$ cat config.mk
export PLATFORM = sky130hd
export DESIGN_NAME = ufb_ram
export DESIGN_NICKNAME = d
export VERILOG_FILES = /design/src/design/udp_flood_flow_blocker_defines.svh /design/src/design/ufb_ram.sv
export SDC_FILE = /design/constraint.sdc
export NUM_CORES = 2
export LEC_CHECK = 0
export BUFFER_PORTS_ARGS = -buffer_cell sky130_fd_sc_hd__buf_2
export CAP_MARGIN = 5
export CORE_AREA = 2 2 398 696
export CTS_CLUSTER_DIAMETER = 200
export CTS_CLUSTER_SIZE = 16
export DETAILED_ROUTE_END_ITERATION = 12
export DIE_AREA = 0 0 400 698
export HOLD_SLACK_MARGIN = 0.1
export PLACE_DENSITY = 0.39
export SLEW_MARGIN = 0
export SYNTH_ARGS = -nofsm -noshare
export SYNTH_HDL_FRONTEND = slang
export SYNTH_SLANG_ARGS = --single-unit
$ cat constraint.sdc
create_clock -name clock -period 3.88 [get_ports clock]
set_input_delay 0 -clock clock [delete_from_list [all_inputs] [get_ports clock]]
set_output_delay 0 -clock clock [all_outputs]
set_load 0.05 [all_outputs]
$ cat src/design/udp_flood_flow_blocker_defines.svh
// ----------------------------------------------------------------------------
// UDP flood flow blocker assertion macros
// Shared concurrent assertion forms used by ufb_engine.
// ----------------------------------------------------------------------------
`ifndef UDP_FLOOD_FLOW_BLOCKER_DEFINES_SVH
`define UDP_FLOOD_FLOW_BLOCKER_DEFINES_SVH

// The consequent must hold in the same cycle as the antecedent.
`define UFB_ASSERT_IMPL(lbl, clk, rst, ante, cons) \
   lbl: assert property (@(posedge clk) disable iff (rst) (ante) |-> (cons)) \
      else $error("ufb assertion failed");

// The consequent must hold in the cycle after the antecedent.
`define UFB_ASSERT_NEXT(lbl, clk, rst, ante, cons) \
   lbl: assert property (@(posedge clk) disable iff (rst) (ante) |=> (cons)) \
      else $error("ufb assertion failed");

`endif

$ cat src/design/ufb_ram.sv
// ----------------------------------------------------------------------------
// ufb_ram
// Generic single-port RAM with registered read data.
// ----------------------------------------------------------------------------
module ufb_ram #(
   parameter int WIDTH = 32,
   parameter int DEPTH = 64
) (
   input  logic                                     clock,
   input  logic                                     we,
   input  logic [((DEPTH > 1) ? $clog2(DEPTH) : 1)-1:0] addr,
   input  logic [WIDTH-1:0]                         wdata,
   output logic [WIDTH-1:0]                         rdata
);
   logic [WIDTH-1:0] mem_ff [DEPTH];
   logic [WIDTH-1:0] rdata_ff;

   always_ff @(posedge clock) begin
      if (we) begin
         mem_ff[addr] <= wdata;
      end
      rdata_ff <= mem_ff[addr];
   end

   assign rdata = rdata_ff;
endmodule

* Yosys cells after proc, flatten, opt, wreduce, memory -nomap -nowiden
Memories as Yosys holds them, arrays and structs flattened. A register that Yosys moved wholly into a read port is not among the register bits. Index checks and enable logic that the tools add are counted.
Operators by class: multiplexer cells 2
Operators by type and width (count):
- $mux W1 | 2
Storage, ports and cells: memory bits (writable) 2048, word-level logic and storage cells 3, memories 1, output and inout port bits 32, register bits after elaboration 0, input port bits 40
Memory list:
- mem_ff | depth 64, bits a word 32, rd ports 1, clocked after memory_dff 1, write ports 1, line ufb_ram.sv:15 | logic [WIDTH-1:0] mem_ff [DEPTH];

* Depth between registers and ports, before layout
word-level depth 2, depth in mapped cells 13, mapped depth without buffers 6

* Least setup slack after synthesis
Ideal clock, no wire load.
path kind input to register, start in addr[2] in the netlist's numbering, end mem mem_ff[15][0] (enable), data required time 3.459 ns, path buffers 6, setup time 0.421 ns, arrival 2.818 ns, stages 8, setup slack 0.641 ns, cells stage by stage buf_2 > buf_2 > buf_2 > buf_2 > buf_2 > buf_2 > nand3_1 > nor2_1
RTL lines:
- start: declaration | line ufb_ram.sv:11 | input logic [((DEPTH > 1) ? $clog2(DEPTH) : 1)-1:0] addr,
- end: declaration | line ufb_ram.sv:15
No word-level cell before the write port.

==> out/results.ini <==
[outcome]
run_status=completed

[routing]
vias_per_cell=5.206
dr.pass1.iters=7
routedWlPerCell_um=34.34
wirelength_mm=282.2
drcViolationCount=0
vias=42785
initialDrtViolationCount=3844
ant_nets=0

[cts]
clock_path_buffers=4
clockRootBuffer=clkbuf_16
cts_sinks=2080
cts_inserted_buffers=155
clk_latency_ns=0.85
cts_tree=yes
htree_levels=4
clk_pin_slew_ns=0.08
cts_resized=0
post_cts_buffers=0
cts-hold-fix-buffers=40

[floorplanning]
die_h_um=698
start_util_pct=28.88
row_count=254
io_pins=72
dieArea_um2=279200
core_region_area_um2=273300
die_w_um=400

[power_and_ir_drop]
power_mw=43.27
p_leak_nw=28.84
ir_drop_v=0.0003150
cellPowerDensity_nw_per_um2=473.2

[final_layout]
final_area_um2=91450
nets=4607
stdcell_count=8219
drive_gt1_share_pct=20.10
area_growth_pct=15.86
final_core_util_pct=33.46

[placement]
place_ws_ns=0.2343
dpl_cell_area_um2=86830
dp_hpwl_mm=180.6
numPlacedInstances=7954
port_buffers=71
gp_congestion=0.8358

[synthesis]
synth-edff-count=2048
syn_inst=4239
syn_nets=4279
synth_flop_cell=edfxtp_1
ys_types=56
async_reset_ff_share_pct=0
synth_area_um2=78930
syn-mean-instance-area_um2=18.62
yosysSeqAreaShare_pct=78.73
ys_ff_latch=2080
yosysWarnings=0

[global_routing]
grt_usage_pct=19.94
grt_max_degree=73
grt_pass1_wl_mm=384.3
antenna_found_initial=31
grt-ovfl-total=0
grt_pass1_vias=44026

[timing]
rsz0062_at_grt=no
layout_min_cycle_time_ns=3.122
hold_violations=0
post-route-period-util_pct=80.45
timing.hold.ws_ns=0.1510
setup_tns_ns=0
fin_ws_ns=0.7584
setup-violations-final=0
slew_headroom_pct=25.25
max_freq_mhz=320.4
drv_slew=0
tightest_slew_ns=1.121
finalClockSkew_ns=0.06598

[critical_path]
path_max_fanout=1
startpoint_type=flop
rr_endpoint=rdata[25]
crit_start=mem_ff[29][25]
end_kind=flop
r2r_slack_ns=0.76
worstSetupPathType=flop to flop
endpoint=rdata[25]
r2r-start=mem_ff[29][25]
arrival_ns=3.81
cp.required_ns=4.57
reg2reg_depth=5

[run]
max-cap-violations=0

[hold_path]
hp-class=input port to flop
hold_depth=4

## report_power, final
part / leakage (nW) / internal [mW] / switching [mW]
Clock: 2.02 / 7.43 / 7.80
Sequential: 18.7 / 24.8 / 0.116
Combinational: 8.12 / 0.886 / 2.19
Total: 28.8 / 33.2 / 10.1
## cells by family (layout without fill, tap and decap cells)
logic type	count (synthesis)	after routing	share of synthesized area, %
buffers and inverters	300	683	1.682
AOI/OAI and AO/OA	933	933	8.662
other	0	13	0
and+or+nand+nor	424	424	2.806
muxes	502	502	8.121
DFF	2080	2080	78.73
## layer usage
metal | vias to the layer above | routed length [µm] | GRT usage, % | part of all wire, %
met4 | 6 | 10800 | 7.165 | 3.8
li1 | 18187 | - | - | -
met3 | 322 | 10530 | 1.976 | 3.7
met1 | 23172 | 108600 | 23.63 | 38
met5 | - | 41 | 0 | 0.015
met2 | 1098 | 152200 | 36.93 | 54
## worst min-delay path by stage
stage	start	end	slack (ns)
after global routing	addr[2]	mem_ff[23][15]	0.15
after detailed placement	wdata[15]	mem_ff[37][15]	0.46
after CTS	wdata[3]	mem_ff[17][3]	0.10
final	addr[2]	mem_ff[23][24]	0.15
after floorplan	wdata[0]	mem_ff[0][0]	0.1
after global placement	wdata[15]	mem_ff[37][15]	0.45
## cells in the mapped netlist, types with 66 or more instances
cell type | n | area share, %
clkbuf_1 | 168 | 0.80
and3_1 | 85 | 0.67
nor2_1 | 145 | 0.69
edfxtp_1 | 2048 | 78
a221oi_1 | 175 | 1.9
mux2_2 | 147 | 2.1
a22o_1 | 66 | 0.73
a21oi_1 | 121 | 0.77
mux4_2 | 96 | 2.7
o21ai_0 | 84 | 0.53
a22oi_1 | 188 | 1.8
mux2i_1 | 259 | 3.3
o22ai_1 | 93 | 0.74
buf_2 | 83 | 0.53
o22a_1 | 70 | 0.78
## placed cells by master (no fill, tap or decap), drive strengths merged, types with 85 or more instances in the layout
master  netlist  final
mux2        147    147
o21ai        85     85
mux2i       259    259
a22oi       188    188
and3         85     85
edfxtp     2048   2048
nor2        145    145
a221oi      175    175
clkbuf      169    209
buf         129    429
a21oi       121    121
o22ai        93     93
mux4         96     96
## critical path, stage by stage (launching register included)
cell      delay (ns)
edfxtp_1        0.36
mux4_2          0.47
mux2i_1         0.47
nor2_1          0.21
or4b_1          0.73
or4_1           0.74
## final cells by class
cell class              instances  area (µm²)
flip-flops and latches       2080       62140
inverters                       2       15.01
repair buffers                469        4449
clock inverters                 3       33.78
diodes                         13       32.53
clock buffers                 209        4145
multi-input cells            1859       16150
fillers                     26121      181900
well taps                    3584        4484
## flip-flops by register name, indices dropped and copies added (netlist names)
name    count
mem_ff   2048
rdata      32
Power figures use the tool's default switching activity.
