### src/design/udp_flood_flow_blocker_defines.svh
// ----------------------------------------------------------------------------
// UDP flood flow blocker assertion macros
// Shared concurrent assertion forms used by ufb_engine.
// ----------------------------------------------------------------------------
`ifndef UDP_FLOOD_FLOW_BLOCKER_DEFINES_SVH
`define UDP_FLOOD_FLOW_BLOCKER_DEFINES_SVH

// The consequent must hold in the same cycle as the antecedent.
`define UFB_ASSERT_IMPL(lbl, clk, rst, ante, cons) \
   lbl: assert property (@(posedge clk) disable iff (rst) (ante) |-> (cons)) \
      else $error("ufb assertion failed");

// The consequent must hold in the cycle after the antecedent.
`define UFB_ASSERT_NEXT(lbl, clk, rst, ante, cons) \
   lbl: assert property (@(posedge clk) disable iff (rst) (ante) |=> (cons)) \
      else $error("ufb assertion failed");

`endif

### src/design/ufb_pkg.sv
// ----------------------------------------------------------------------------
// ufb_pkg
// Sizes, codes, state and record types of the UDP flood flow blocker.
// ----------------------------------------------------------------------------
package ufb_pkg;

   localparam int FLOW_ENTRIES  = 64;
   localparam int BLOCK_ENTRIES = 2048;
   localparam int ALLOW_ENTRIES = 512;

   localparam int FLOW_AW  = (FLOW_ENTRIES > 1) ? $clog2(FLOW_ENTRIES) : 1;
   localparam int BLOCK_AW = (BLOCK_ENTRIES > 1) ? $clog2(BLOCK_ENTRIES) : 1;
   localparam int ALLOW_AW = (ALLOW_ENTRIES > 1) ? $clog2(ALLOW_ENTRIES) : 1;
   localparam int FLOW_CW  = $clog2(FLOW_ENTRIES + 1);
   localparam int BLOCK_CW = $clog2(BLOCK_ENTRIES + 1);
   localparam int ALLOW_CW = $clog2(ALLOW_ENTRIES + 1);
   localparam int IDX_W    = (BLOCK_CW > ALLOW_CW) ?
                             ((BLOCK_CW > FLOW_CW) ? BLOCK_CW : FLOW_CW) :
                             ((ALLOW_CW > FLOW_CW) ? ALLOW_CW : FLOW_CW);

   localparam int COUNT_W = 24;
   localparam int FLOW_DW = 32 + 16 + COUNT_W;
   localparam logic [COUNT_W-1:0] COUNT_MAX = {COUNT_W{1'b1}};

   localparam logic [2:0] CMD_PACKET  = 3'd0;
   localparam logic [2:0] CMD_WINDOW  = 3'd1;
   localparam logic [2:0] CMD_ALLOW   = 3'd2;
   localparam logic [2:0] CMD_DISALOW = 3'd3;
   localparam logic [2:0] CMD_UNBLOCK = 3'd4;

   localparam logic [1:0] KIND_STATUS  = 2'd0;
   localparam logic [1:0] KIND_BLOCKED = 2'd1;
   localparam logic [1:0] KIND_WINDOW  = 2'd2;

   localparam logic [1:0] STATUS_OK       = 2'd0;
   localparam logic [1:0] STATUS_NOTFOUND = 2'd1;
   localparam logic [1:0] STATUS_FULL     = 2'd2;

   localparam logic [1:0] CSR_RATE  = 2'd0;
   localparam logic [1:0] CSR_Q8    = 2'd1;
   localparam logic [1:0] CSR_LIMIT = 2'd2;

   localparam logic [15:0] ETHER_IPV4 = 16'h0800;
   localparam logic [7:0]  PROTO_UDP  = 8'd17;
   localparam logic [15:0] DEF_RATE   = 16'd60;
   localparam logic [15:0] DEF_Q8     = 16'd384;
   localparam logic [15:0] Q8_FLOOR   = 16'd25;
   localparam logic [11:0] DEF_LIMIT  = 12'd2048;

   typedef enum logic [1:0] {LIST_FLOW, LIST_ALLOW, LIST_BLOCK} list_type;

   typedef enum logic [4:0] {
      ST_IDLE, ST_SCAN_RD, ST_SCAN_CMP, ST_FLOW_UPD,
      ST_WIN_START, ST_WIN_RD, ST_WIN_CHK, ST_WIN_ALW, ST_WIN_BLK, ST_WIN_PUSH,
      ST_WIN_END, ST_ADD_A, ST_ADD_B, ST_DEL_A, ST_UNB_A, ST_RM_RD, ST_RM_WR,
      ST_RESP
   } state_type;

   typedef struct packed {
      logic [1:0]  kind;
      logic [1:0]  status;
      logic [31:0] blocked_address;
      logic        last;
   } result_type;

   typedef struct packed {
      logic [15:0] rate;
      logic [15:0] q8;
      logic [11:0] limit;
   } cfg_type;

endpackage

### src/design/ufb_if.sv
// ----------------------------------------------------------------------------
// ufb channel interfaces
// Request and result channels with valid/ready handshake.
// ----------------------------------------------------------------------------
interface ufb_req_if;
   logic        valid;
   logic        ready;
   logic [2:0]  command;
   logic [15:0] type_plain;
   logic [15:0] type_shifted;
   logic [7:0]  proto_plain;
   logic [7:0]  proto_shifted;
   logic [31:0] source_plain;
   logic [31:0] source_shifted;
   logic [15:0] port_plain;
   logic [15:0] port_shifted;
   logic [31:0] table_address;

   modport source (output valid, command, type_plain, type_shifted, proto_plain,
                   proto_shifted, source_plain, source_shifted, port_plain,
                   port_shifted, table_address, input ready);
   modport sink (input valid, command, type_plain, type_shifted, proto_plain,
                 proto_shifted, source_plain, source_shifted, port_plain,
                 port_shifted, table_address, output ready);
endinterface

interface ufb_rsp_if;
   logic        valid;
   logic        ready;
   logic [1:0]  kind;
   logic [1:0]  status;
   logic [31:0] blocked_address;
   logic        last;

   modport source (output valid, kind, status, blocked_address, last, input ready);
   modport sink (input valid, kind, status, blocked_address, last, output ready);
endinterface

### src/design/ufb_engine.sv
// ----------------------------------------------------------------------------
// ufb_engine
// Sequencer that walks the flow, allow and block lists with one compare unit.
// ----------------------------------------------------------------------------
`include "udp_flood_flow_blocker_defines.svh"

module ufb_engine import ufb_pkg::*; (
   input  logic                 clock,
   input  logic                 reset,
   input  cfg_type              cfg,
   ufb_req_if.sink              req,
   ufb_rsp_if.source            rsp,
   output logic                 flow_we,
   output logic [FLOW_AW-1:0]   flow_addr,
   output logic [FLOW_DW-1:0]   flow_wdata,
   input  logic [FLOW_DW-1:0]   flow_rdata,
   output logic                 allow_we,
   output logic [ALLOW_AW-1:0]  allow_addr,
   output logic [31:0]          allow_wdata,
   input  logic [31:0]          allow_rdata,
   output logic                 block_we,
   output logic [BLOCK_AW-1:0]  block_addr,
   output logic [31:0]          block_wdata,
   input  logic [31:0]          block_rdata
);
   state_type            state_ff, state_in, cont_ff, cont_in;
   list_type             sel_ff, sel_in;
   logic [IDX_W-1:0]     i_ff, i_in, idx_ff, idx_in, len;
   logic                 found_ff, found_in;
   logic [31:0]          key_ff, key_in;
   logic [15:0]          port_ff, port_in;
   logic [COUNT_W-1:0]   cnt_ff, cnt_in, limit_ff, limit_in;
   logic [1:0]           status_ff, status_in;
   logic [FLOW_CW-1:0]   fi_ff, fi_in, flows_ff, flows_in;
   logic [BLOCK_CW-1:0]  blocks_ff, blocks_in;
   logic [ALLOW_CW-1:0]  allows_ff, allows_in;
   logic                 pend_v_ff, pend_v_in, out_v_ff, out_v_in;
   logic [31:0]          pend_addr_ff, pend_addr_in;
   result_type           out_ff, out_in;

   logic                 accept, plain_ok, shifted_ok, match, out_free;
   logic                 qualify, room;
   logic [31:0]          list_rdata;
   logic [15:0]          rate_eff, q_eff;
   logic [31:0]          product;

   assign accept     = req.valid && req.ready;
   assign plain_ok   = (req.type_plain == ETHER_IPV4) && (req.proto_plain == PROTO_UDP);
   assign shifted_ok = (req.type_plain != ETHER_IPV4) && (req.type_shifted == ETHER_IPV4)
                       && (req.proto_shifted == PROTO_UDP);
   assign out_free   = !out_v_ff || rsp.ready;
   assign rate_eff   = (cfg.rate == 16'd0) ? DEF_RATE : cfg.rate;
   assign q_eff      = (cfg.q8 > Q8_FLOOR) ? cfg.q8 : DEF_Q8;
   assign product    = 32'(rate_eff) * 32'(q_eff);
   assign room       = (32'(blocks_ff) < 32'(cfg.limit)) && (32'(blocks_ff) < BLOCK_ENTRIES);
   assign qualify    = (flow_rdata[COUNT_W-1:0] >= limit_ff) && room;

   // The one compare unit: the list under scan against the search key.
   always_comb begin
      case (sel_ff)
         LIST_FLOW: begin
            len        = IDX_W'(flows_ff);
            list_rdata = flow_rdata[FLOW_DW-1:FLOW_DW-32];
            match      = (flow_rdata[FLOW_DW-1:COUNT_W] == {key_ff, port_ff});
         end
         LIST_ALLOW: begin
            len        = IDX_W'(allows_ff);
            list_rdata = allow_rdata;
            match      = (allow_rdata == key_ff);
         end
         LIST_BLOCK: begin
            len        = IDX_W'(blocks_ff);
            list_rdata = block_rdata;
            match      = (block_rdata == key_ff);
         end
         default: begin
            len        = '0;
            list_rdata = '0;
            match      = 1'b0;
         end
      endcase
   end

   always_comb begin
      state_in = state_ff;
      case (state_ff)
         ST_IDLE: begin
            if (accept) begin
               case (req.command)
                  CMD_PACKET:  state_in = (plain_ok || shifted_ok) ? ST_SCAN_RD : ST_IDLE;
                  CMD_WINDOW:  state_in = ST_WIN_START;
                  CMD_ALLOW:   state_in = ST_SCAN_RD;
                  CMD_DISALOW: state_in = ST_SCAN_RD;
                  CMD_UNBLOCK: state_in = ST_SCAN_RD;
                  default:     state_in = ST_IDLE;
               endcase
            end
         end
         ST_SCAN_RD:   state_in = (i_ff == len) ? cont_ff : ST_SCAN_CMP;
         ST_SCAN_CMP:  state_in = match ? cont_ff : ST_SCAN_RD;
         ST_FLOW_UPD:  state_in = ST_IDLE;
         ST_WIN_START: state_in = ST_WIN_RD;
         ST_WIN_RD:    state_in = (fi_ff == flows_ff) ? ST_WIN_END : ST_WIN_CHK;
         ST_WIN_CHK:   state_in = qualify ? ST_SCAN_RD : ST_WIN_RD;
         ST_WIN_ALW:   state_in = found_ff ? ST_WIN_RD : ST_SCAN_RD;
         ST_WIN_BLK:   state_in = found_ff ? ST_WIN_RD : ST_WIN_PUSH;
         ST_WIN_PUSH:  state_in = (!pend_v_ff || out_free) ? ST_WIN_RD : ST_WIN_PUSH;
         ST_WIN_END:   state_in = out_free ? ST_IDLE : ST_WIN_END;
         ST_ADD_A: begin
            if (found_ff || (32'(allows_ff) >= ALLOW_ENTRIES)) begin
               state_in = ST_RESP;
            end else begin
               state_in = ST_SCAN_RD;
            end
         end
         ST_ADD_B:     state_in = found_ff ? ST_RM_RD : ST_RESP;
         ST_DEL_A:     state_in = found_ff ? ST_RM_RD : ST_RESP;
         ST_UNB_A:     state_in = found_ff ? ST_RM_RD : ST_RESP;
         ST_RM_RD:     state_in = (i_ff == len) ? cont_ff : ST_RM_WR;
         ST_RM_WR:     state_in = ST_RM_RD;
         ST_RESP:      state_in = out_free ? ST_IDLE : ST_RESP;
         default:      state_in = ST_IDLE;
      endcase
   end

   always_comb begin
      cont_in      = cont_ff;
      sel_in       = sel_ff;
      i_in         = i_ff;
      idx_in       = idx_ff;
      found_in     = found_ff;
      key_in       = key_ff;
      port_in      = port_ff;
      cnt_in       = cnt_ff;
      limit_in     = limit_ff;
      status_in    = status_ff;
      fi_in        = fi_ff;
      flows_in     = flows_ff;
      blocks_in    = blocks_ff;
      allows_in    = allows_ff;
      pend_v_in    = pend_v_ff;
      pend_addr_in = pend_addr_ff;
      out_in       = out_ff;
      out_v_in     = (out_v_ff && rsp.ready) ? 1'b0 : out_v_ff;
      flow_we      = 1'b0;
      flow_addr    = i_ff[FLOW_AW-1:0];
      flow_wdata   = '0;
      allow_we     = 1'b0;
      allow_addr   = i_ff[ALLOW_AW-1:0];
      allow_wdata  = key_ff;
      block_we     = 1'b0;
      block_addr   = i_ff[BLOCK_AW-1:0];
      block_wdata  = key_ff;

      case (state_ff)
         ST_IDLE: begin
            i_in      = '0;
            key_in    = req.table_address;
            status_in = STATUS_NOTFOUND;
            case (req.command)
               CMD_PACKET: begin
                  sel_in  = LIST_FLOW;
                  cont_in = ST_FLOW_UPD;
                  key_in  = plain_ok ? req.source_plain : req.source_shifted;
                  port_in = plain_ok ? req.port_plain : req.port_shifted;
               end
               CMD_ALLOW: begin
                  sel_in  = LIST_ALLOW;
                  cont_in = ST_ADD_A;
               end
               CMD_DISALOW: begin
                  sel_in  = LIST_ALLOW;
                  cont_in = ST_DEL_A;
               end
               CMD_UNBLOCK: begin
                  sel_in  = LIST_BLOCK;
                  cont_in = ST_UNB_A;
               end
               default: begin
                  sel_in = sel_ff;
               end
            endcase
         end
         ST_SCAN_RD: begin
            if (i_ff == len) begin
               found_in = 1'b0;
            end
         end
         ST_SCAN_CMP: begin
            if (match) begin
               found_in = 1'b1;
               idx_in   = i_ff;
               cnt_in   = flow_rdata[COUNT_W-1:0];
            end else begin
               i_in = i_ff + 1'b1;
            end
         end
         ST_FLOW_UPD: begin
            if (found_ff) begin
               flow_we    = 1'b1;
               flow_addr  = idx_ff[FLOW_AW-1:0];
               flow_wdata = {key_ff, port_ff, (cnt_ff == COUNT_MAX) ? cnt_ff : cnt_ff + 1'b1};
            end else if (32'(flows_ff) < FLOW_ENTRIES) begin
               flow_we    = 1'b1;
               flow_addr  = flows_ff[FLOW_AW-1:0];
               flow_wdata = {key_ff, port_ff, COUNT_W'(1)};
               flows_in   = flows_ff + 1'b1;
            end
         end
         ST_WIN_START: begin
            limit_in = product[COUNT_W+7:8];
            fi_in    = '0;
         end
         ST_WIN_RD: begin
            flow_addr = fi_ff[FLOW_AW-1:0];
         end
         ST_WIN_CHK: begin
            fi_in   = fi_ff + 1'b1;
            key_in  = flow_rdata[FLOW_DW-1:FLOW_DW-32];
            sel_in  = LIST_ALLOW;
            i_in    = '0;
            cont_in = ST_WIN_ALW;
         end
         ST_WIN_ALW: begin
            sel_in  = LIST_BLOCK;
            i_in    = '0;
            cont_in = ST_WIN_BLK;
         end
         ST_WIN_BLK: begin
            if (!found_ff) begin
               block_we   = 1'b1;
               block_addr = blocks_ff[BLOCK_AW-1:0];
               blocks_in  = blocks_ff + 1'b1;
            end
         end
         ST_WIN_PUSH: begin
            // A new block lets the held one go out as not the final result.
            if (!pend_v_ff || out_free) begin
               if (pend_v_ff) begin
                  out_in   = '{KIND_BLOCKED, STATUS_OK, pend_addr_ff, 1'b0};
                  out_v_in = 1'b1;
               end
               pend_v_in    = 1'b1;
               pend_addr_in = key_ff;
            end
         end
         ST_WIN_END: begin
            flows_in = '0;
            if (out_free) begin
               if (pend_v_ff) begin
                  out_in = '{KIND_BLOCKED, STATUS_OK, pend_addr_ff, 1'b1};
               end else begin
                  out_in = '{KIND_WINDOW, STATUS_OK, 32'd0, 1'b1};
               end
               out_v_in  = 1'b1;
               pend_v_in = 1'b0;
            end
         end
         ST_ADD_A: begin
            if (found_ff) begin
               status_in = STATUS_OK;
            end else if (32'(allows_ff) >= ALLOW_ENTRIES) begin
               status_in = STATUS_FULL;
            end else begin
               status_in  = STATUS_OK;
               allow_we   = 1'b1;
               allow_addr = allows_ff[ALLOW_AW-1:0];
               allows_in  = allows_ff + 1'b1;
               sel_in     = LIST_BLOCK;
               i_in       = '0;
               cont_in    = ST_ADD_B;
            end
         end
         ST_ADD_B, ST_DEL_A, ST_UNB_A: begin
            if (found_ff) begin
               status_in = STATUS_OK;
               i_in      = idx_ff + 1'b1;
               cont_in   = ST_RESP;
            end
         end
         ST_RM_RD: begin
            if (i_ff == len) begin
               if (sel_ff == LIST_ALLOW) begin
                  allows_in = allows_ff - 1'b1;
               end else begin
                  blocks_in = blocks_ff - 1'b1;
               end
            end
         end
         ST_RM_WR: begin
            // Close the gap: entry i moves down to i - 1.
            allow_addr  = ALLOW_AW'(i_ff - 1'b1);
            block_addr  = BLOCK_AW'(i_ff - 1'b1);
            allow_wdata = list_rdata;
            block_wdata = list_rdata;
            allow_we    = (sel_ff == LIST_ALLOW);
            block_we    = (sel_ff == LIST_BLOCK);
            i_in        = i_ff + 1'b1;
         end
         ST_RESP: begin
            if (out_free) begin
               out_in   = '{KIND_STATUS, status_ff, 32'd0, 1'b1};
               out_v_in = 1'b1;
            end
         end
         default: begin
            out_in = out_ff;
         end
      endcase
   end

   always_ff @(posedge clock) begin
      if (reset) begin
         state_ff  <= ST_IDLE;
         flows_ff  <= '0;
         blocks_ff <= '0;
         allows_ff <= '0;
         pend_v_ff <= 1'b0;
         out_v_ff  <= 1'b0;
      end else begin
         state_ff  <= state_in;
         flows_ff  <= flows_in;
         blocks_ff <= blocks_in;
         allows_ff <= allows_in;
         pend_v_ff <= pend_v_in;
         out_v_ff  <= out_v_in;
      end
      cont_ff      <= cont_in;
      sel_ff       <= sel_in;
      i_ff         <= i_in;
      idx_ff       <= idx_in;
      found_ff     <= found_in;
      key_ff       <= key_in;
      port_ff      <= port_in;
      cnt_ff       <= cnt_in;
      limit_ff     <= limit_in;
      status_ff    <= status_in;
      fi_ff        <= fi_in;
      pend_addr_ff <= pend_addr_in;
      out_ff       <= out_in;
   end

   assign req.ready           = (state_ff == ST_IDLE);
   assign rsp.valid           = out_v_ff;
   assign rsp.kind            = out_ff.kind;
   assign rsp.status          = out_ff.status;
   assign rsp.blocked_address = out_ff.blocked_address;
   assign rsp.last            = out_ff.last;

   `UFB_ASSERT_IMPL(a_flows_bound, clock, reset, 1'b1, 32'(flows_ff) <= FLOW_ENTRIES)
   `UFB_ASSERT_IMPL(a_allows_bound, clock, reset, 1'b1, 32'(allows_ff) <= ALLOW_ENTRIES)
   `UFB_ASSERT_IMPL(a_blocks_bound, clock, reset, 1'b1, 32'(blocks_ff) <= BLOCK_ENTRIES)
   `UFB_ASSERT_IMPL(a_idle_no_pend, clock, reset, state_ff == ST_IDLE, !pend_v_ff)
   `UFB_ASSERT_NEXT(a_win_clears, clock, reset, state_ff == ST_WIN_END && out_free,
                    flows_ff == '0)
endmodule

### src/flat_wrapper.sv
// flat-port wrapper written by rule: the top's interface ports become plain ports
module ufb_engine_flat import ufb_pkg::*;
  (clock, reset, cfg, flow_we, flow_addr, flow_wdata, flow_rdata, allow_we, allow_addr, allow_wdata, allow_rdata, block_we, block_addr, block_wdata, block_rdata, req_valid, req_command, req_type_plain, req_type_shifted, req_proto_plain, req_proto_shifted, req_source_plain, req_source_shifted, req_port_plain, req_port_shifted, req_table_address, req_ready, rsp_valid, rsp_kind, rsp_status, rsp_blocked_address, rsp_last, rsp_ready);
  ufb_req_if req_i ();
  ufb_rsp_if rsp_i ();
  input  logic clock;
  input  logic reset;
  input  cfg_type cfg;
  output logic flow_we;
  output logic [FLOW_AW-1:0] flow_addr;
  output logic [FLOW_DW-1:0] flow_wdata;
  input  logic [FLOW_DW-1:0] flow_rdata;
  output logic allow_we;
  output logic [ALLOW_AW-1:0] allow_addr;
  output logic [31:0] allow_wdata;
  input  logic [31:0] allow_rdata;
  output logic block_we;
  output logic [BLOCK_AW-1:0] block_addr;
  output logic [31:0] block_wdata;
  input  logic [31:0] block_rdata;
  input wire logic [$bits(req_i.valid)-1:0] req_valid;
  input wire logic [$bits(req_i.command)-1:0] req_command;
  input wire logic [$bits(req_i.type_plain)-1:0] req_type_plain;
  input wire logic [$bits(req_i.type_shifted)-1:0] req_type_shifted;
  input wire logic [$bits(req_i.proto_plain)-1:0] req_proto_plain;
  input wire logic [$bits(req_i.proto_shifted)-1:0] req_proto_shifted;
  input wire logic [$bits(req_i.source_plain)-1:0] req_source_plain;
  input wire logic [$bits(req_i.source_shifted)-1:0] req_source_shifted;
  input wire logic [$bits(req_i.port_plain)-1:0] req_port_plain;
  input wire logic [$bits(req_i.port_shifted)-1:0] req_port_shifted;
  input wire logic [$bits(req_i.table_address)-1:0] req_table_address;
  output wire logic [$bits(req_i.ready)-1:0] req_ready;
  output wire logic [$bits(rsp_i.valid)-1:0] rsp_valid;
  output wire logic [$bits(rsp_i.kind)-1:0] rsp_kind;
  output wire logic [$bits(rsp_i.status)-1:0] rsp_status;
  output wire logic [$bits(rsp_i.blocked_address)-1:0] rsp_blocked_address;
  output wire logic [$bits(rsp_i.last)-1:0] rsp_last;
  input wire logic [$bits(rsp_i.ready)-1:0] rsp_ready;
  assign req_i.valid = req_valid;
  assign req_i.command = req_command;
  assign req_i.type_plain = req_type_plain;
  assign req_i.type_shifted = req_type_shifted;
  assign req_i.proto_plain = req_proto_plain;
  assign req_i.proto_shifted = req_proto_shifted;
  assign req_i.source_plain = req_source_plain;
  assign req_i.source_shifted = req_source_shifted;
  assign req_i.port_plain = req_port_plain;
  assign req_i.port_shifted = req_port_shifted;
  assign req_i.table_address = req_table_address;
  assign req_ready = req_i.ready;
  assign rsp_valid = rsp_i.valid;
  assign rsp_kind = rsp_i.kind;
  assign rsp_status = rsp_i.status;
  assign rsp_blocked_address = rsp_i.blocked_address;
  assign rsp_last = rsp_i.last;
  assign rsp_i.ready = rsp_ready;
  ufb_engine u_core (.clock(clock), .reset(reset), .cfg(cfg), .req(req_i), .rsp(rsp_i), .flow_we(flow_we), .flow_addr(flow_addr), .flow_wdata(flow_wdata), .flow_rdata(flow_rdata), .allow_we(allow_we), .allow_addr(allow_addr), .allow_wdata(allow_wdata), .allow_rdata(allow_rdata), .block_we(block_we), .block_addr(block_addr), .block_wdata(block_wdata), .block_rdata(block_rdata));
endmodule
### config.mk
export PLATFORM = sky130hd
export DESIGN_NAME = ufb_engine_flat
export DESIGN_NICKNAME = d
export VERILOG_FILES = /design/src/design/ufb_pkg.sv /design/src/design/ufb_if.sv /design/src/design/ufb_engine.sv /design/src/flat_wrapper.sv
export VERILOG_INCLUDE_DIRS = /design/src /design/src/design
export SDC_FILE = /design/constraint.sdc
export NUM_CORES = 1
export LEC_CHECK = 0
export ABC_AREA = 0
export BUFFER_PORTS_ARGS = -buffer_cell sky130_fd_sc_hd__buf_4
export CORE_UTILIZATION = 40
export CTS_CLUSTER_DIAMETER = 120
export DETAILED_ROUTE_END_ITERATION = 7
export PLACE_DENSITY_LB_ADDON = 0.25
export SETUP_SLACK_MARGIN = 0.2
export SYNTH_ARGS = -nofsm -noshare
export SYNTH_HDL_FRONTEND = slang
export SYNTH_SLANG_ARGS = --single-unit
### constraint.sdc
create_clock -name clock -period 12.4 [get_ports clock]
set_clock_uncertainty 0.15 [all_clocks]
set_input_delay 1.86 -clock clock [delete_from_list [all_inputs] [get_ports clock]]
set_output_delay 1.86 -clock clock [all_outputs]
set_load 0.01 [all_outputs]
After elaboration in Yosys (flattened, before gate mapping)
Cells that the tools add are included.
{"block": "totals", "ff_bits": 242, "input_bits": 363, "output_inout_bits": 204, "elab_cells": 233}
{"block": "op_classes", "n_addsub": 10, "mul": 1, "n_lt_le_gt_ge": 6, "n_eq_ne": 53, "muxes": 94, "n_reduce_logical": 47}
{"cell": "$mux W72", "n": 3}
{"cell": "$mux W37", "n": 5}
{"cell": "$pmux W37 S3", "n": 1}
{"cell": "$mux W32", "n": 3}
{"cell": "$pmux W32 S3", "n": 1}
{"cell": "$mux W12", "n": 7}
{"cell": "$pmux W5 S15", "n": 1}
{"cell": "$eq A32 B32 Y1", "n": 2}
{"cell": "$pmux W32 S2", "n": 1}
{"cell": "$pmux W12 S5", "n": 1}
{"cell": "$mux W5", "n": 10}
{"cell": "$eq A48 B48 Y1", "n": 1}
{"cell": "$mux W16", "n": 3}
{"cell": "$eq A5 B4 Y1 const B", "n": 8}
{"cell": "$mux W10", "n": 4}
{"cell": "$add A12 B1 Y12 const B", "n": 3}
{"cell": "$pmux W12 S3", "n": 1}
{"cell": "$eq A16 B12 Y1 const B", "n": 2}
{"cell": "$mul A16 B16 Y32", "n": 1}
{"cell": "$pmux W7 S2", "n": 2}
{"cell": "$pmux W5 S5", "n": 1}
{"cell": "$add A24 B1 Y24 const B", "n": 1}
{"cell": "$eq A24 B24 Y1 const B", "n": 1}
{"cell": "$ge A24 B24 Y1", "n": 1}
{"cell": "64 further kinds", "n": 147}

Logic depth before layout (Yosys ltp)
Gate-level depths: netlist of run 1.
{"block": "depth", "depth_word": 8, "ltp_mapped": 27}

Worst setup path after synthesis of run 1
No wires, ideal clock.
{"block": "synth_path", "kind": "input -> register", "from": "input cfg[21] in the netlist's numbering", "to": "register u_core.limit_ff[19] (data pin)", "setup_ns": 0.264, "arrival_ns": 8.182, "t_required_ns": 11.986, "setup_slack_ns": 3.805, "stages": 26, "n_path_buf": 2, "cell_sequence": "buf_2 nor4_1 nand4_1 nand2b_1 clkbuf_1 nand2_1 fa_1 inv_1 fa_1 inv_1 fa_1 inv_1 fa_1 fa_1 inv_1 fa_1 inv_1 ha_1 a21o_1 a21o_1 a21o_1 a21oi_1 o21ai_0 a221oi_1 o22ai_1 xor2_1"}
{"block": "synth_between", "elab_chain_cells": 3}
{"item": "from (decl)", "line_no": "flat_wrapper.sv:8", "source": "input cfg_type cfg;"}
{"item": "$gt A16 B5 Y1", "line_no": "ufb_engine.sv:53", "source": "assign q_eff = (cfg.q8 > Q8_FLOOR) ? cfg.q8 : DEF_Q8;"}
{"item": "$mux W16 (*)", "line_no": "ufb_engine.sv:53"}
{"item": "$mul A16 B16 Y32 (*)", "line_no": "ufb_engine.sv:54", "source": "assign product = 32'(rate_eff) * 32'(q_eff);"}
{"item": "named net u_core.product[27]", "line_no": "ufb_engine.sv:45", "source": "logic [31:0] product;"}
{"item": "to (signal assigned)", "line_no": "ufb_engine.sv:336", "source": "limit_ff <= limit_in;"}
{"item": "to (decl)", "line_no": "ufb_engine.sv:32", "source": "logic [COUNT_W-1:0] cnt_ff, cnt_in, limit_ff, limit_in;"}
Mark *: on every way through the listed nets, which the timed path passes. The rest lies on a longest branch.
A chain may end at the register's enable or synchronous reset.

Worst setup path in the final report of run 1
Ends and elaborated chain as after synthesis.

==> results of run 1 <==
==> area by class of cell <==
class                   instances  area share [%]
multi-input cells            1928            52.1
flip-flops and latches        242            22.9
repair buffers                585            14.6
inverters                     305            3.80
well taps                     782            3.25
clock buffers                  36            2.60
clock inverters                18           0.661
diodes                          7          0.0582
==> state kept, by name (all words and copies together) (netlist names), 10 cells and up <==
register,flops
u_core.cnt_ff,24
u_core.pend_addr_ff,32
u_core.limit_ff,24
u_core.idx_ff,12
u_core.i_ff,12
u_core.port_ff,16
u_core.blocks_ff,12
u_core.key_ff,32
u_core.rsp.blocked_address,32
u_core.allows_ff,10
==> critical path, cell delays in order <==
cell	delay [ps]
sky130_fd_sc_hd__buf_4	190
sky130_fd_sc_hd__nor4_1	350
sky130_fd_sc_hd__nand4_1	760
sky130_fd_sc_hd__nand2b_1	930
sky130_fd_sc_hd__nand2_1	170
sky130_fd_sc_hd__fa_1	560
sky130_fd_sc_hd__inv_1	50
sky130_fd_sc_hd__fa_1	490
sky130_fd_sc_hd__inv_1	50
sky130_fd_sc_hd__fa_1	530
sky130_fd_sc_hd__inv_1	50
sky130_fd_sc_hd__fa_1	450
sky130_fd_sc_hd__fa_1	490
sky130_fd_sc_hd__inv_1	50
sky130_fd_sc_hd__fa_1	470
sky130_fd_sc_hd__inv_1	50
sky130_fd_sc_hd__ha_1	340
sky130_fd_sc_hd__a21o_1	190
sky130_fd_sc_hd__a21o_1	190
sky130_fd_sc_hd__a21o_1	200
sky130_fd_sc_hd__a21oi_1	250
sky130_fd_sc_hd__o21ai_0	170
sky130_fd_sc_hd__a221oi_1	490
sky130_fd_sc_hd__o22ai_1	150
sky130_fd_sc_hd__xor2_1	160
==> metal layers <==
metal / vias up / part of all wire [%] / routed length, um / global-route usage, %
met5: - / 0.11 / 109 / 0
met4: 18 / 3.4 / 3250 / 9.90
met3: 143 / 9.5 / 9080 / 6.98
met2: 958 / 47 / 44600 / 49.4
met1: 10769 / 40 / 38700 / 39.2
li1: 9878 / - / - / -
==> cell families after synthesis <==
kind of cell | Yosys count | synth area share [%]
AND/OR/NAND/NOR | 893 | 18.1
multiplexers | 113 | 4.72
XOR/XNOR | 164 | 5.89
AO/OA/AOI/OAI | 400 | 10.8
adder cells (fa/ha/maj) | 358 | 24.4
buffers and inverters | 464 | 7.75
flip-flops | 242 | 28.3
==> worst max-delay path by stage <==
| stage | end |
|---|---|
| 6_report | u_core.limit_ff[19] |
| 5_1_grt | u_core.limit_ff[19] |
| 4_1_cts | u_core.limit_ff[19] |
| 3_5_place_dp | u_core.limit_ff[19] |
| 3_3_place_gp | u_core.limit_ff[19] |
| 2_1_floorplan | u_core.limit_ff[19] |
==> metrics by stage <==
| stage | worst slack [ps] | hold WS [ps] | cells | area, um^2 | utilization, % |
|---|---|---|---|---|---|
| after floorplan | 3800 | 271 | 2634 | 24400 | - |
| after global placement | 2550 | 362 | 3842 | 29100 | 48.3 |
| after detailed placement | 2390 | 358 | 3842 | 29100 | 48.3 |
| after CTS | 3020 | 373 | 3896 | 30100 | 49.9 |
| after global routing | 2440 | 397 | 3902 | 30100 | 50.0 |
| final | 2910 | 371 | 3903 | 30100 | 50.0 |
==> power by group <==
group	internal [mW]	leakage [nW]	switching, mW	total (mW)
Combinational	1.38	10.8	1.74	3.12
Clock	0.514	0.480	0.361	0.875
Sequential	1.09	2.23	0.0969	1.19
==> cells in the final DEF (no fill, tap or decap), drive strengths merged, types with 8 or more instances in the layout <==
cell type | Yosys | routed
edfxtp | 206 | 206
inv | 305 | 307
a211oi | 11 | 11
o22ai | 13 | 13
a221o | 10 | 10
buf | 51 | 585
o211ai | 9 | 9
xor2 | 50 | 50
o31ai | 32 | 32
nor4 | 34 | 34
and4 | 11 | 11
nand2b | 17 | 17
nor3 | 28 | 28
nand4 | 27 | 27
ha | 163 | 163
a31oi | 8 | 8
nor2b | 19 | 19
o21ai | 127 | 127
a22oi | 9 | 9
or3 | 8 | 8
a21oi | 75 | 75
clkinv | 0 | 10
nor2 | 169 | 169
o21a | 8 | 8
fa | 195 | 195
mux2i | 96 | 96
nand3 | 40 | 40
nor4b | 11 | 11
nand2 | 301 | 301
a21o | 31 | 31
clkbuf | 108 | 36
and2 | 178 | 178
dfxtp | 36 | 36
and3 | 28 | 28
a222oi | 40 | 40
mux2 | 17 | 17
xnor2 | 114 | 114
==> flow_summary.toml, run 1 <==
[run_status]
status = "finished with violations"
violations = "design-rule violations"

[logic_synthesis]
synth_common_cells = "304 x sky130_fd_sc_hd__inv_1, 301 x sky130_fd_sc_hd__nand2_1, 206 x sky130_fd_sc_hd__edfxtp_1, 195 x sky130_fd_sc_hd__fa_1, 178 x sky130_fd_sc_hd__and2_1"
number_of_synthesis_warnings = 0
postSynthRegisterBits = 242
synth-edff-count = 206
synth.most_common_cell = "sky130_fd_sc_hd__inv_1"
synth-async-reset-ratio_pct = 0
synth_area_per_cell_um2 = 9.26
post-synth-top-area-fraction_pct = 25.4
postSynthNetCount = 3355
synth_ff_type = "sky130_fd_sc_hd__edfxtp_1"
synth_top_cells_by_area = "sky130_fd_sc_hd__edfxtp_1 25%, sky130_fd_sc_hd__fa_1 16%, sky130_fd_sc_hd__ha_1 8.4%"
seq_area_frac_synth_pct = 28.3
postSynthCellCount = 2634
synth_top_area_cell = "sky130_fd_sc_hd__edfxtp_1"
synthDistinctLibCells = 69
summed_instance_area_of_the_synthesized_netlist_um2 = 24400

[job]
maxCapViolations = 0

[die]
floorplan.die.height_um = 249
die_footprint_um2 = 62000
floorplan.core_area_um2 = 60200
rows = 90
floorplan.io_pins = 567
floorplan.initialDensity_pct = 40.5
chipWidth_um = 249

[place]
gpl.final_weighted_congestion = 0.997
place.detailed.hpwl_um = 78300
port_buffer_cells = 566

[global_routing]
global_route.usage.total_pct = 30.2
vias_in_the_first_global_route = 21586
wire_length_of_the_first_global_routing_pass_um = 140000
antenna_found_initial = 17
grt_remaining_overflow = 0
grt_max_degree = 65

[clock_tree]
clk_transition_reported_paths_ps = 60
cts_hold_buf = 0
cts_resized = 0
clock_tree.buffer_depth = 3
cts.repair_timing.setup_buffer_count = 0
clk_root_buffer_cell = "sky130_fd_sc_hd__clkbuf_16"
cts.htree.levels = 1
cts.sink_count = 242
tritoncts_clock_tree = "built"
cts_inserted_buffers = 29
worst_skew_pair.late_latency_ps = 580

[hold_path]
hold_path_depth = 1
min-delay-start = "u_core.pend_addr_ff[11]"
hold_class = "reg2reg"
worst_hold_path.endpoint = "u_core.rsp.blocked_address[11]"

[finish]
fill_cells = 5716
register_area_um2 = 6910
multi_input_area_um2 = 15700
final_layout_size_suffix_gt1_share_pct = 21.7
design.final.nets = 3812
area.growth.synth_to_final_pct = 23.4

[timing]
maxSlewViolCount = 0
hold_viol = 0
grt_setup_unrepaired = "false"
worst_pin_slew_ps = 1330
final.period_utilization_pct = 76.6
max_slew_margin_pct = 10.7
final_worst_path_period_need_ps = 9490
setup_viol = 0
finalSetupTns_ps = 0
fmax_mhz = 105

[critical_path]
rr_endpoint = "u_core.blocks_ff[11]"
reg2regPathDepth = 14
critical_path.startpoint_type = "primary input"
critical_path.reg2reg.startpoint = "u_core.state_ff[0]"
critical_path.startpoint = "cfg[21]"
worstPathMaxFanout = 28
cp.required_ps = 12580
setup.reg_to_reg.worst_slack_ps = 7500
wp_data_arrival_ps = 9670
worstSetupPathType = "in2reg"
cp-end-kind = "register"

[routing]
routed_vias = 21766
antenna_violating_nets_post_route = 0
route.detailed.drc = 12
viasPerCell = 5.58
wire_per_inst_um = 24.5
drt_wl_total_um = 95800
drt_first_pass_iters = 8
first_iter_violations = 1930

[power_and_ir_drop]
p_leak_nw = 13.5
vdd.ir_drop.worst_uv = 225
pwr_density_cell_nw_per_um2 = 172
power.total_mw = 5.18
Power figures use the tool's default switching activity.
==> run 2: changes to the inputs <==
ABC_AREA = 1   (was 0)
clock period = 7.8 ns   (was 12.4 ns; I/O delays follow)
==> run 2 against run 1 <==
  * The run now ends clean
  * Combinational power rose by 130%
  * Final area rose by 4.8%
  * Clock power rose by 57%
  * Count of clock-buffer cells in the layout fell by 7
  * Sequential power rose by 77%
  * Wire length rose by 3.0%
  * Largest cell class unchanged
  * Largest power group unchanged
  * Highest routed layer unchanged
==> flow_summary.toml, run 2 <==
[run_status]
status = "finished, final reports clean"

[hold_path]
hold_class = "reg2reg"
hold_path_depth = 0

[clock_tree]
cts.repair_timing.setup_buffer_count = 0
cts.sink_count = 242
cts_hold_buf = 0
tritoncts_clock_tree = "built"
clk_root_buffer_cell = "sky130_fd_sc_hd__clkbuf_16"
clock_tree.buffer_depth = 3
cts_inserted_buffers = 28
worst_skew_pair.late_latency_ps = 580
clk_transition_reported_paths_ps = 60
cts_resized = 0
cts.htree.levels = 1

[routing]
wire_per_inst_um = 20.5
route.detailed.drc = 0
drt_wl_total_um = 98700
antenna_violating_nets_post_route = 0
routed_vias = 24757
viasPerCell = 5.14
drt_first_pass_iters = 6
first_iter_violations = 2061

[finish]
design.final.nets = 4660
mostFrequentLayoutCell = "sky130_fd_sc_hd__nand2_1"
fill_cells = 6285
area.growth.synth_to_final_pct = 23.2
final_layout_size_suffix_gt1_share_pct = 18.4
final_cell_mix = "890 x sky130_fd_sc_hd__nand2_1, 656 x sky130_fd_sc_hd__inv_1, 614 x sky130_fd_sc_hd__buf_4"
finalNonFillerCells = 4813

[critical_path]
worstSetupPathType = "in2reg"
critical_path.startpoint_type = "primary input"
worstPathMaxFanout = 8
cp-end-kind = "register"
reg2regPathDepth = 9
cp.required_ps = 7980
wp_data_arrival_ps = 7380

[die]
die_footprint_um2 = 65000
floorplan.io_pins = 567
rows = 92
floorplan.initialDensity_pct = 40.5
chipWidth_um = 255
floorplan.core_area_um2 = 63200
floorplan.die.height_um = 255

[timing]
maxSlewViolCount = 0
grt_setup_unrepaired = "false"
fmax_mhz = 139
final_worst_path_period_need_ps = 7210
worst_pin_slew_ps = 1190
hold_viol = 0
setup_viol = 0
final.period_utilization_pct = 92.4
max_slew_margin_pct = 20.3
finalSetupTns_ps = 0

[power_and_ir_drop]
vdd.ir_drop.worst_uv = 408
pwr_density_cell_nw_per_um2 = 341
p_leak_nw = 16.1

[logic_synthesis]
synth_top_cells_by_area = "sky130_fd_sc_hd__edfxtp_1 24%, sky130_fd_sc_hd__fa_1 15%, sky130_fd_sc_hd__nand2_1 13%"
synthDistinctLibCells = 55
synth_common_cells = "891 x sky130_fd_sc_hd__nand2_1, 657 x sky130_fd_sc_hd__inv_1, 312 x sky130_fd_sc_hd__nor2_1, 206 x sky130_fd_sc_hd__edfxtp_1, 195 x sky130_fd_sc_hd__fa_1"
synth-async-reset-ratio_pct = 0
postSynthCellCount = 3439
synth_area_per_cell_um2 = 7.45
synth-edff-count = 206
postSynthNetCount = 4160
synth_ff_type = "sky130_fd_sc_hd__edfxtp_1"
synth.most_common_cell = "sky130_fd_sc_hd__nand2_1"
seq_area_frac_synth_pct = 27.0
post-synth-top-area-fraction_pct = 24.2
summed_instance_area_of_the_synthesized_netlist_um2 = 25600
postSynthRegisterBits = 242
synth_top_area_cell = "sky130_fd_sc_hd__edfxtp_1"
number_of_synthesis_warnings = 0

[global_routing]
antenna_found_initial = 8
grt_remaining_overflow = 0
wire_length_of_the_first_global_routing_pass_um = 143000
grt_max_degree = 61
vias_in_the_first_global_route = 23440
global_route.usage.total_pct = 29.5

[place]
gpl.final_weighted_congestion = 0.978
port_buffer_cells = 566
place.detailed.hpwl_um = 80900
dp_cells = 4755

[job]
maxCapViolations = 0
run 2: cell types whose count changed after synthesis, sizes merged, moves of 30 or more:
cell	before	now
inv	305	674
a222oi	40	0
o31ai	32	2
nand2	301	898
nand3	40	129
o211ai	9	47
mux2i	96	1
a21oi	75	167
nor2	169	320
and2	178	1
xnor2	114	31
run 2: kinds of logic after synthesis:
group | count (synthesis) | synth area share [%]
xor+xnor | 85 | 2.91
fa+ha+maj | 358 | 23.2
compound gates | 461 | 10.4
buf+inv | 822 | 12.9
flops | 242 | 27.0
mux | 1 | 0.0391
simple gates | 1470 | 23.6
run 2: per-stage QoR:
| step | power (mW) | setup WS [ps] | utilization (%) | cell area (um^2) | hold slack, ps |
|---|---|---|---|---|---|
| 6_report | 10.8 | 594 | 49.9 | 31600 | 307 |
| 5_1_grt | 11.8 | 244 | 49.9 | 31600 | 309 |
| 4_1_cts | 10.8 | 622 | 49.9 | 31500 | 301 |
| 3_5_place_dp | 9.42 | 36.3 | 48.4 | 30600 | 286 |
| 3_3_place_gp | 9.40 | 31.2 | 48.4 | 30600 | 285 |
| 2_1_floorplan | 7.05 | 596 | - | 25600 | 276 |
run 2: layer usage:
metal  share of wire (%)  up-vias  GRT usage [%]
met1                  39    11703           36.1
met3                 6.8      212           4.34
met5               0.014        -              0
met4                 5.4        2           15.8
li1                    -    11880              -
met2                  49      960           50.2
run 2: where the power goes:
group / internal [mW] / leakage [nW] / switching (mW)
Clock: 0.796 / 0.440 / 0.575
Combinational: 2.68 / 13.4 / 4.61
Sequential: 1.92 / 2.22 / 0.194
Total: 5.39 / 16.1 / 5.37
run 2: final cells by class:
class	instances	area [um^2]	share of cell area, %
Sequential cell	242	6910	21.9
Multi-Input combinational cell	2375	15500	49.0
Inverter	678	2550	8.07
Antenna cell	6	15.0	0.0476
Clock buffer	29	704	2.23
Tap cell	846	1060	3.35
Timing Repair Buffer	614	4610	14.6
Clock inverter	23	256	0.813
run 2: path summary, 6_finish.rpt:
check                             to  slack (ps)               start
max              u_core.limit_ff[17]         590             cfg[39]
min          u_core.pend_addr_ff[19]         310   u_core.key_ff[19]
max reg2reg         u_core.sel_ff[1]        3850  u_core.state_ff[1]
min reg2reg  u_core.pend_addr_ff[19]         310   u_core.key_ff[19]
run 2: critical path: stages:
cell and delay [ps]:
sky130_fd_sc_hd__buf_4 110, sky130_fd_sc_hd__nor4_1 540, sky130_fd_sc_hd__nand4_1 250, sky130_fd_sc_hd__nand2_1 300
sky130_fd_sc_hd__inv_2 170, sky130_fd_sc_hd__nor2_1 150, sky130_fd_sc_hd__fa_1 420, sky130_fd_sc_hd__inv_1 80
sky130_fd_sc_hd__fa_1 430, sky130_fd_sc_hd__fa_1 490, sky130_fd_sc_hd__fa_1 540, sky130_fd_sc_hd__inv_1 50
sky130_fd_sc_hd__fa_1 380, sky130_fd_sc_hd__fa_1 510, sky130_fd_sc_hd__ha_1 360, sky130_fd_sc_hd__a21oi_1 230
sky130_fd_sc_hd__o21ai_0 190, sky130_fd_sc_hd__a21oi_1 220, sky130_fd_sc_hd__nor2_1 60, sky130_fd_sc_hd__a2111oi_0 400
sky130_fd_sc_hd__o21ai_0 170, sky130_fd_sc_hd__nand2_1 90, sky130_fd_sc_hd__nand2_1 40
